**config.mk**
```make
export PLATFORM = sky130hd
export DESIGN_NAME = predicated_accumulator_cpu_step_core
export DESIGN_NICKNAME = d
export VERILOG_FILES = /design/src/design/pacs_pkg.sv /design/src/design/predicated_accumulator_cpu_step.sv
export SDC_FILE = /design/constraint.sdc
export NUM_CORES = 1
export LEC_CHECK = 0
export BUFFER_PORTS_ARGS = -buffer_cell sky130_fd_sc_hd__buf_4
export CAP_MARGIN = 20
export CORE_MARGIN = 2
export CORE_UTILIZATION = 57
export DETAILED_ROUTE_END_ITERATION = 6
export GPL_ROUTABILITY_DRIVEN = 1
export GPL_TIMING_DRIVEN = 0
export PLACE_DENSITY = 0.82
export SYNTH_ARGS = -nofsm -noshare
export SYNTH_HDL_FRONTEND = slang
export SYNTH_SLANG_ARGS = --single-unit
```
**constraint.sdc**
```tcl
create_clock -name clk -period 3.3 [get_ports clk]
set_input_delay 0.33 -clock clk [delete_from_list [all_inputs] [get_ports clk]]
set_output_delay 0.33 -clock clk [all_outputs]
set_load 0.02 [all_outputs]
```
**src/design/pacs_pkg.sv**
```systemverilog
`default_nettype none

package pacs_pkg;

  localparam int unsigned DATA_W   = 8;
  localparam int unsigned ADDR_W   = 16;
  localparam int unsigned STATUS_W = 2;
  localparam int unsigned OP_W     = 7;
  localparam int unsigned SHAMT_W  = 3;

  // input tdata width: 18 field bits padded to whole bytes
  localparam int unsigned IN_TDATA_W  = 24;
  // result tdata width: 45 field bits padded to whole bytes
  localparam int unsigned OUT_TDATA_W = 48;

  // configuration register indexes
  localparam logic CFG_OPERAND   = 1'b0;
  localparam logic CFG_CODE_PAGE = 1'b1;

  // opcodes, low 7 bits of the instruction byte
  localparam logic [OP_W-1:0] OP_NOP      = 7'h00;
  localparam logic [OP_W-1:0] OP_HALT     = 7'h01;
  localparam logic [OP_W-1:0] OP_IN       = 7'h02;
  localparam logic [OP_W-1:0] OP_OUT      = 7'h03;
  localparam logic [OP_W-1:0] OP_SHIFT    = 7'h04;
  localparam logic [OP_W-1:0] OP_BIT0     = 7'h05;
  localparam logic [OP_W-1:0] OP_ROR      = 7'h06;
  localparam logic [OP_W-1:0] OP_ROR1     = 7'h07;
  localparam logic [OP_W-1:0] OP_CLR_HI   = 7'h08;
  localparam logic [OP_W-1:0] OP_CLR_CY   = 7'h09;
  localparam logic [OP_W-1:0] OP_CLR_USR  = 7'h0a;
  localparam logic [OP_W-1:0] OP_CLR_FILL = 7'h0b;
  localparam logic [OP_W-1:0] OP_TGL_PRED = 7'h0c;
  localparam logic [OP_W-1:0] OP_SET_CY   = 7'h0d;
  localparam logic [OP_W-1:0] OP_SET_USR  = 7'h0e;
  localparam logic [OP_W-1:0] OP_SET_FILL = 7'h0f;

  // status codes
  localparam logic [STATUS_W-1:0] ST_RUN     = 2'd0;
  localparam logic [STATUS_W-1:0] ST_HALT    = 2'd1;
  localparam logic [STATUS_W-1:0] ST_ILLEGAL = 2'd2;
  localparam logic [STATUS_W-1:0] ST_BAD_SH  = 2'd3;

  // flag bit positions
  localparam int unsigned FLAG_PRED  = 0;
  localparam int unsigned FLAG_CARRY = 1;
  localparam int unsigned FLAG_USER  = 2;
  localparam int unsigned FLAG_FILL  = 3;

  // port numbers held in the operand register
  localparam logic [DATA_W-1:0] PORT_ZERO = 8'd0;
  localparam logic [DATA_W-1:0] PORT_ONE  = 8'd1;
  localparam logic [DATA_W-1:0] PORT_TWO  = 8'd2;

  typedef struct packed {
    logic                in_accept;
    logic                in_available;
    logic [DATA_W-1:0]   in_byte;
    logic [DATA_W-1:0]   instruction;
  } item_t;

  // first field in the highest bits
  typedef struct packed {
    logic [STATUS_W-1:0] status;
    logic                executed;
    logic [DATA_W-1:0]   out_byte;
    logic                out_port;
    logic                out_valid;
    logic [DATA_W-1:0]   flag_value;
    logic [DATA_W-1:0]   accumulator_value;
    logic [ADDR_W-1:0]   next_fetch_address;
  } result_t;

endpackage

`default_nettype wire

```
**src/design/predicated_accumulator_cpu_step.sv**
```systemverilog
`default_nettype none

// predicated accumulator step engine
//
// in_* channel: one transaction carries one fetched instruction byte together with
//   the port-zero input byte and its availability flag and the output-sink accept
//   flag; the engine executes it against its accumulator, flags, program counter
//   and stopped mark
// out_* channel: one transaction per accepted instruction, holding the next fetch
//   address, accumulator, flags, output-port request, executed bit and status
// cfg_* port: write-only, index 0 is the signed operand register, index 1 the
//   code page; write only while no transaction is in flight
// latency: the result appears on out_tvalid the cycle after the input transaction
// throughput: one instruction per cycle unless stalled; the whole step is one
//   8-bit shift or rotate plus flag update between state and result registers
// stall: the result register holds while out_tready is low, and in_tready drops
//   only while a result is waiting and the receiver is stalling
// reset: accumulator, flags, program counter and stopped mark clear, operand
//   register clears, code page goes to 0xff, and the result register empties
// once halted or faulted every step reports status halted and changes nothing
module predicated_accumulator_cpu_step_core (
  input  wire logic        clk,
  input  wire logic        rst_n,
  // input stream
  input  wire logic        in_tvalid,
  output      logic        in_tready,
  // instruction, in_byte, in_available, out_accept, 6 zero bits
  input  wire logic [pacs_pkg::IN_TDATA_W-1:0]  in_tdata,
  // result stream
  output      logic        out_tvalid,
  input  wire logic        out_tready,
  // next_fetch_address, accumulator_value, flag_value, out_valid, out_port,
  // out_byte, executed, status, 3 zero bits
  output      logic [pacs_pkg::OUT_TDATA_W-1:0] out_tdata,
  // configuration writes
  input  wire logic        cfg_wr_en,
  input  wire logic        cfg_index,
  input  wire logic [pacs_pkg::DATA_W-1:0]      cfg_wdata
);

  localparam int unsigned PAD_W = pacs_pkg::OUT_TDATA_W - $bits(pacs_pkg::result_t);

  // architectural state
  logic [pacs_pkg::DATA_W-1:0] acc_r,   acc_nxt;
  logic [pacs_pkg::DATA_W-1:0] flags_r, flags_nxt;
  logic [pacs_pkg::DATA_W-1:0] pc_r,    pc_nxt;
  logic                        stopped_r, stopped_nxt;

  // configuration registers
  logic [pacs_pkg::DATA_W-1:0] opnd_r;
  logic [pacs_pkg::DATA_W-1:0] page_r;

  // result register
  logic                        out_vld_r;
  pacs_pkg::result_t           res_r, res_nxt;

  pacs_pkg::item_t             item;
  logic                        in_fire;

  assign item      = pacs_pkg::item_t'(in_tdata[$bits(pacs_pkg::item_t)-1:0]);
  assign in_tready = !out_vld_r || out_tready;
  assign in_fire   = in_tvalid && in_tready;

  assign out_tvalid = out_vld_r;
  assign out_tdata  = {{PAD_W{1'b0}}, res_r};

  // one instruction step
  always_comb begin
    logic [pacs_pkg::OP_W-1:0]    op;
    logic [pacs_pkg::DATA_W-1:0]  a;
    logic [pacs_pkg::DATA_W-1:0]  neg_opnd;
    logic [pacs_pkg::DATA_W-1:0]  fill;
    logic [pacs_pkg::SHAMT_W-1:0] n_r;
    logic [pacs_pkg::SHAMT_W-1:0] n_l;
    logic [2*pacs_pkg::DATA_W-1:0] wide_r;
    logic [2*pacs_pkg::DATA_W-1:0] wide_l;
    logic [2*pacs_pkg::DATA_W-1:0] wide_rot;
    logic                         sh_right_ok;
    logic                         sh_left_ok;
    logic                         ror_ok;
    logic                         executed;
    logic                         out_v;
    logic                         out_p;
    logic [pacs_pkg::DATA_W-1:0]  out_b;
    logic [pacs_pkg::STATUS_W-1:0] status;

    op        = item.instruction[pacs_pkg::OP_W-1:0];
    a         = acc_r;
    neg_opnd  = 8'd0 - opnd_r;
    fill      = {pacs_pkg::DATA_W{flags_r[pacs_pkg::FLAG_FILL]}};
    n_r       = opnd_r[pacs_pkg::SHAMT_W-1:0];
    n_l       = neg_opnd[pacs_pkg::SHAMT_W-1:0];
    // right by 1..7 or left by 1..7 (operand 0xf9..0xff)
    sh_right_ok = (opnd_r[7:3] == 5'd0) && (n_r != 3'd0);
    sh_left_ok  = (opnd_r[7:3] == 5'h1f) && (n_l != 3'd0);
    ror_ok      = sh_right_ok;
    wide_r    = {fill, a} >> n_r;
    wide_l    = {a, fill} << n_l;
    wide_rot  = {a, a} >> n_r;

    acc_nxt     = acc_r;
    flags_nxt   = flags_r;
    pc_nxt      = pc_r;
    stopped_nxt = stopped_r;
    executed    = 1'b0;
    out_v       = 1'b0;
    out_p       = 1'b0;
    out_b       = '0;
    status      = pacs_pkg::ST_RUN;

    if (stopped_r) begin
      status = pacs_pkg::ST_HALT;
    end else begin
      pc_nxt = pc_r + 8'd1;
      // predicate: bit 7 must match flag bit 0
      if (item.instruction[7] == flags_r[pacs_pkg::FLAG_PRED]) begin
        executed = 1'b1;
        case (op)
          pacs_pkg::OP_NOP: begin
          end
          pacs_pkg::OP_HALT: begin
            stopped_nxt = 1'b1;
            status      = pacs_pkg::ST_HALT;
          end
          pacs_pkg::OP_IN: begin
            if (opnd_r != pacs_pkg::PORT_ZERO) begin
              acc_nxt = '0;
              flags_nxt[pacs_pkg::FLAG_CARRY] = 1'b1;
            end else if (item.in_available) begin
              acc_nxt = item.in_byte;
              flags_nxt[pacs_pkg::FLAG_CARRY] = 1'b0;
            end else begin
              acc_nxt = '1;
              flags_nxt[pacs_pkg::FLAG_CARRY] = 1'b1;
            end
          end
          pacs_pkg::OP_OUT: begin
            if ((opnd_r == pacs_pkg::PORT_ONE || opnd_r == pacs_pkg::PORT_TWO)
                && item.in_accept) begin
              out_v = 1'b1;
              out_p = opnd_r[1];
              out_b = a;
              flags_nxt[pacs_pkg::FLAG_CARRY] = 1'b0;
            end else begin
              flags_nxt[pacs_pkg::FLAG_CARRY] = 1'b1;
            end
          end
          pacs_pkg::OP_SHIFT: begin
            if (sh_right_ok) begin
              flags_nxt[pacs_pkg::FLAG_CARRY] = a[n_r - 3'd1];
              acc_nxt = wide_r[pacs_pkg::DATA_W-1:0];
            end else if (sh_left_ok) begin
              flags_nxt[pacs_pkg::FLAG_CARRY] = a[3'd0 - n_l];
              acc_nxt = wide_l[2*pacs_pkg::DATA_W-1:pacs_pkg::DATA_W];
            end else begin
              executed    = 1'b0;
              stopped_nxt = 1'b1;
              status      = pacs_pkg::ST_BAD_SH;
            end
          end
          pacs_pkg::OP_BIT0: begin
            flags_nxt[pacs_pkg::FLAG_CARRY] = a[0];
          end
          pacs_pkg::OP_ROR: begin
            if (ror_ok) begin
              acc_nxt = wide_rot[pacs_pkg::DATA_W-1:0];
            end else begin
              executed    = 1'b0;
              stopped_nxt = 1'b1;
              status      = pacs_pkg::ST_BAD_SH;
            end
          end
          pacs_pkg::OP_ROR1: begin
            acc_nxt = {a[0], a[7:1]};
          end
          pacs_pkg::OP_CLR_HI: begin
            flags_nxt[7:4] = 4'd0;
          end
          pacs_pkg::OP_CLR_CY: begin
            flags_nxt[pacs_pkg::FLAG_CARRY] = 1'b0;
          end
          pacs_pkg::OP_CLR_USR: begin
            flags_nxt[pacs_pkg::FLAG_USER] = 1'b0;
          end
          pacs_pkg::OP_CLR_FILL: begin
            flags_nxt[pacs_pkg::FLAG_FILL] = 1'b0;
          end
          pacs_pkg::OP_TGL_PRED: begin
            flags_nxt[pacs_pkg::FLAG_PRED] = !flags_r[pacs_pkg::FLAG_PRED];
          end
          pacs_pkg::OP_SET_CY: begin
            flags_nxt[pacs_pkg::FLAG_CARRY] = 1'b1;
          end
          pacs_pkg::OP_SET_USR: begin
            flags_nxt[pacs_pkg::FLAG_USER] = 1'b1;
          end
          pacs_pkg::OP_SET_FILL: begin
            flags_nxt[pacs_pkg::FLAG_FILL] = 1'b1;
          end
          default: begin
            // unassigned opcode stops the machine
            executed    = 1'b0;
            stopped_nxt = 1'b1;
            status      = pacs_pkg::ST_ILLEGAL;
          end
        endcase
      end
    end

    res_nxt.next_fetch_address = {page_r, pc_nxt};
    res_nxt.accumulator_value  = acc_nxt;
    res_nxt.flag_value         = flags_nxt;
    res_nxt.out_valid          = out_v;
    res_nxt.out_port           = out_p;
    res_nxt.out_byte           = out_b;
    res_nxt.executed           = executed;
    res_nxt.status             = status;
  end

  // machine state moves only on an accepted instruction
  always_ff @(posedge clk) begin
    if (!rst_n) begin
      acc_r     <= '0;
      flags_r   <= '0;
      pc_r      <= '0;
      stopped_r <= 1'b0;
    end else if (in_fire) begin
      acc_r     <= acc_nxt;
      flags_r   <= flags_nxt;
      pc_r      <= pc_nxt;
      stopped_r <= stopped_nxt;
    end
  end

  // configuration writes
  always_ff @(posedge clk) begin
    if (!rst_n) begin
      opnd_r <= '0;
      page_r <= '1;
    end else if (cfg_wr_en) begin
      case (cfg_index)
        pacs_pkg::CFG_OPERAND:   opnd_r <= cfg_wdata;
        pacs_pkg::CFG_CODE_PAGE: page_r <= cfg_wdata;
        default: begin
        end
      endcase
    end
  end

  // result register, holds while the receiver stalls
  always_ff @(posedge clk) begin
    if (!rst_n) begin
      out_vld_r <= 1'b0;
    end else if (in_tready) begin
      out_vld_r <= in_tvalid;
    end
  end

  always_ff @(posedge clk) begin
    if (in_fire) begin
      res_r <= res_nxt;
    end
  end

endmodule

`default_nettype wire

```
== After elaboration in Yosys (flattened, before gate mapping) ==
Index checks and enable logic that the tools add are counted.

* Add/sub/neg operators: 4
* $lt $le $gt $ge: 2
* Equality and inequality tests: 19
* Shift operators: 3
* Muxes and demuxes: 41
* Bitwise gates (word level): 4
* Reduce and logical (&&, ||, !) cells: 20

{| class="wikitable"
|+ Operators with widths
! cell !! number
|-
| 8-bit 2-to-1 mux || 10
|-
| 7-bit by 4-bit == test with 1-bit output, second input constant || 8
|-
| 8-bit one-hot mux with 4 select lines || 1
|-
| 16-bit by 3-bit >> shifter with 8-bit output || 2
|-
| 7-bit by 3-bit == test with 1-bit output, second input constant || 4
|-
| 1-bit 2-to-1 mux || 18
|-
| 16-bit by 3-bit left shift with 16-bit output || 1
|-
| 7-bit by 2-bit == test with 1-bit output, second input constant || 2
|-
| 14-bit OR reduction || 1
|-
| 13-bit OR reduction || 1
|-
| 8-bit by 1-bit adder with 8-bit output, second input constant || 1
|-
| 8-bit by 1-bit == test with 1-bit output, second input constant || 1
|-
| 8-bit by 2-bit == test with 1-bit output, second input constant || 1
|-
| 3-bit by 4-bit less-than comparator with 1-bit output, second input constant || 2
|-
| 2-bit one-hot mux with 4 select lines || 1
|-
| 8-bit nonzero test || 1
|-
| 7-bit by 1-bit == test with 1-bit output, second input constant || 1
|-
| 7-bit logical NOT || 1
|-
| 1-bit binary-select mux with 3-bit select || 2
|-
| 2-bit 2-to-1 mux || 3
|-
| 1-bit one-hot mux with 3 select lines || 2
|-
| 1-bit one-hot mux with 6 select lines || 1
|-
| 3-bit nonzero test || 2
|-
| 1-bit by 3-bit subtractor with 3-bit output, first input constant || 2
|-
| other kinds (14) || 24
|}

* Register bits: 87
* Input bits: 38
* Output and inout port bits: 50
* Logic and storage cells: 109

== Depth between registers and ports, before layout ==
* Word-level depth: 9
* Mapped depth: 13
* Mapped depth without buffers: 10

== Worst setup path before layout ==
Ideal clock, no wire load.

* Path type: register to register
* From: reg opnd_r[0] (netlist name)
* To: reg res_r, in the netlist out_tdata[19] (data pin)
* Library setup time: 0.267 ns
* Data arrival time: 2.763 ns
* Required time: 3.033 ns
* Path slack: 0.269 ns
* Cell stages (with the launch flop): 14
* Path buffers: 3
* Clock period less this slack: 3.031 ns
* Cells stage by stage: dfxtp_1 -> buf_2 -> inv_2 -> ha_1 -> ha_1 -> buf_1 -> inv_1 -> ha_1 -> nand2b_1 -> nor2_1 -> clkbuf_1 -> a311oi_1 -> o21ai_0 -> a21oi_1

* Longest elaborated chain between the ends: 8
* Elaborated cells between the ends (all ways): 16
* Classes of those cells: add/sub (1); shift (3); mux (7); reduce/logical (5)

{| class="wikitable"
|+ Ends and longest elaborated chain
! what !! RTL line !! text
|-
| start: declaration || predicated_accumulator_cpu_step.sv:50 || <nowiki>logic [pacs_pkg::DATA_W-1:0] opnd_r;</nowiki>
|-
| start signal: assignment || predicated_accumulator_cpu_step.sv:242 || <nowiki>pacs_pkg::CFG_OPERAND: opnd_r <= cfg_wdata;</nowiki>
|-
| parallel branches: the longest is 5 deep, another holds 1-bit by 3-bit subtractor with 3-bit output || n/a ||
|-
| 8-bit one-hot mux with 4 select lines * || predicated_accumulator_cpu_step.sv:118 || <nowiki>case (op)</nowiki>
|-
| 8-bit 2-to-1 mux * || predicated_accumulator_cpu_step.sv:116 || <nowiki>if (item.instruction[7] == flags_r[pacs_pkg::FLAG_PRED]) begin</nowiki>
|-
| 8-bit 2-to-1 mux * || predicated_accumulator_cpu_step.sv:111 || <nowiki>if (stopped_r) begin</nowiki>
|-
| net acc_nxt, one bit || predicated_accumulator_cpu_step.sv:44 || <nowiki>logic [pacs_pkg::DATA_W-1:0] acc_r, acc_nxt;</nowiki>
|-
| end signal: assignment || predicated_accumulator_cpu_step.sv:261 || <nowiki>res_r <= res_nxt;</nowiki>
|-
| end: declaration || predicated_accumulator_cpu_step.sv:55 || <nowiki>pacs_pkg::result_t res_r, res_nxt;</nowiki>
|}

Mark *: on every way through the listed nets, which the timed path passes.
A chain may end at the register's enable or synchronous reset.

== Worst setup path in the final report ==
* From: reg opnd_r[0] (netlist name)
* To: reg res_r, in the netlist out_tdata[21] (data pin)

Same word-level chain as after synthesis.

==> impl_metrics.ini <==
[outcome]
run_status = finished, final reports clean

[floorplanning]
die_w_um = 99.7
num_rows = 34
io_pins = 88
fp.coreArea_um2 = 8810
die_y_um = 99.7
die_area_um2 = 9930
start_util = 0.592

[setup_path]
cp_slowest_cell = ha_4
r2r_cells = 12
rrSetupSlack_ns = 0.20
path_class = reg2reg
cp_top_family = adder cells
path_buf_inv = 4
r2r_end = out_tdata[21]
crit_path_max_incr_delay_ns = 0.37
cp-end-kind = flip-flop
reg2reg_from = opnd_r[0]
critPathLaunchType = flip-flop
crit_fanout = 12
crit_path_cell_trace = clkbuf_4 -> inv_2 -> ha_1 -> ha_4 -> inv_1 -> ha_1 -> nand2b_1 -> nor2_2 -> clkbuf_4 -> or3_1 -> nand4_1 -> a21oi_2
cp.arrival_ns = 3.32
cp_data_required_time_ns = 3.52

[finish]
final_cell_mix = 83 x buf_4, 45 x edfxtp_1, 42 x dfxtp_1, 38 x nand2_1, 35 x nor2_1
layout-drive-gt1-share = 0.252
final_common_cell = buf_4
final_area_um2 = 6190
fill_cells = 683
diodes = 0
layout.nets = 655
finalCoreUtilization = 0.702
area_growth_pct = 18.6

[global_routing]
grt_pass1_vias = 4499
grt-ovfl-total = 0
grt_max_degree = 43
grt_use_total = 0.287
grt_pass1_wl_mm = 22.5
antenna_found_initial = 0

[routing]
wirelength_mm = 14.2
ant_nets = 0
drt-vias-per-instance = 6.37
dr.pass1.iters = 6
drt_iter0_markers = 478
route.detailed.drc = 0
vias = 4605
routedWlPerCell_um = 19.6

[placed_design]
gp_congestion = 0.956
place_area_um2 = 5970
portBuffers = 78
hpwl_mm = 10.5

[pwr]
ir_drop_mv = 0.180
p_leak_uw = 0.00233
power_density_nw_per_um2 = 387
power_uw = 2390

[cts]
postCtsHoldBufs = 0
clock_path_buffers = 2
cts_sinks = 87
cts_tree = done
cts-buffers-inserted = 9
clk_latency_ns = 0.38
ctsRootBufferMaster = clkbuf_8
clkTransAtPathRegs_ns = 0.10
h-tree-depth = 3

[timing]
tightest_slew_ns = 0.769
fin_worst_skew_ns = 0.0157
slew_headroom = 0.483
finalCritPeriodShare = 0.939
slew_viol_final = 0
layout_min_cycle_time_ns = 3.10
finalSetupViolCount = 0
fmax_mhz = 323
hold_violations = 0
grt_setup_unrepaired = no

[synthesis]
ys_ff_latch = 87
synth-main-ff-cell = edfxtp_1
synthesis.area_um2 = 5220
ys_seq_area_frac = 0.420
yosys_warnings = 0
synth_edf_count = 45
avgSynthCellArea_um2 = 10.1
ys_types = 72
synth_cells = 519
async_flop_share = 0

[worst_hold_path]
hold_end = page_r[6]
worstHoldStart = cfg_wdata[6]
whs_path_depth = 3
hp-class = in2reg

[flow_run]
maxCapViolations = 0
## area by class of cell
type                    count  area [um^2]  area share
plain buffers              40          195      0.0316
clock buffers               9          124      0.0200
clock inverters             7         75.1      0.0121
inverters                  12         45.0     0.00728
multi-input cells         381         2810       0.455
flip-flops and latches     87         2190       0.354
well taps                 108          135      0.0218
repair buffers             79          606      0.0979
## routing by layer
layer	up-vias	part of all wire	global-route usage
met2	250	0.48	0.469
met1	2191	0.40	0.362
met3	49	0.083	0.0675
met5	-	0	0
li1	2115	-	-
met4	0	0.033	0.132
## report_power, final
part	total, uW	internal (uW)	switching [uW]
sequential	1210	1190	27.0
clock	763	301	462
combinational	415	169	246
total	2390	1660	735
## per-stage QoR
step	worst slack (ns)	hold slack, ns	instances	TNS, ns
2_1_floorplan	0.269	0.408	521	0
3_3_place_gp	-0.575	0.410	707	-12.80
6_report	0.202	0.166	723	0
4_1_cts	0.105	0.171	723	0
5_1_grt	0.0262	0.190	723	0
3_5_place_dp	-0.606	0.416	708	-6.19
## kinds of logic (layout without fill, tap and decap cells)
kind of cell | count (synthesis) | in the layout | share of synthesized area
and+or+nand+nor | 198 | 198 | 0.217
AOI/OAI and AO/OA | 104 | 104 | 0.142
DFF | 87 | 87 | 0.420
muxes | 56 | 56 | 0.136
buffers and inverters | 53 | 147 | 0.0453
xor gates and xnor gates | 13 | 13 | 0.0218
adders and majority gates | 7 | 7 | 0.0168
other | 1 | 3 | 0.000719
## repair_timing
action / 4_1_cts / 5_1_grt
buffers inserted: 0 / 0
resized for setup: 5 / 5
endpoints found under the setup margin: 17 / 8
## Yosys cell counts (all sizes together), types with 8 or more instances
cell	number	area (um^2)
edfxtp	45	1350
dfxtp	42	841
nand2	38	143
nor2	36	135
mux2i	34	340
a21oi	26	130
clkbuf	24	90.1
o21ai	20	100
and2	18	113
buf	17	101
nand2b	16	100
nand3	15	75.1
nand4	15	100
nor3	15	96.4
nor2b	12	75.1
mux2	11	124
mux4	11	248
inv	10	37.5
or3	10	67.6
a211oi	9	67.6
a31oi	8	50.1
## tightest hold or removal path, cell delays in order
cell and delay (ns):
buf_4 0.09, nand2_1 0.04, nand3_1 0.06
## state kept, by name, summed over array words and instances, names as in the netlist
register / cells
acc_r: 8
opnd_r: 8
page_r: 8
flags_r: 8
stopped_r: 1
out_tvalid: 1
out_tdata: 45
pc_r: 8
## worst max path at each step
stage | start | end | cells past startpoint
4_1_cts | opnd_r[0] | out_tdata[21] | 12
5_1_grt | opnd_r[0] | out_tdata[17] | 12
6_report | opnd_r[0] | out_tdata[21] | 12
2_1_floorplan | opnd_r[0] | out_tdata[19] | 13
3_3_place_gp | opnd_r[0] | out_tdata[19] | 13
3_5_place_dp | opnd_r[0] | out_tdata[19] | 13
Note: power is estimated with default switching activity, not from simulation.
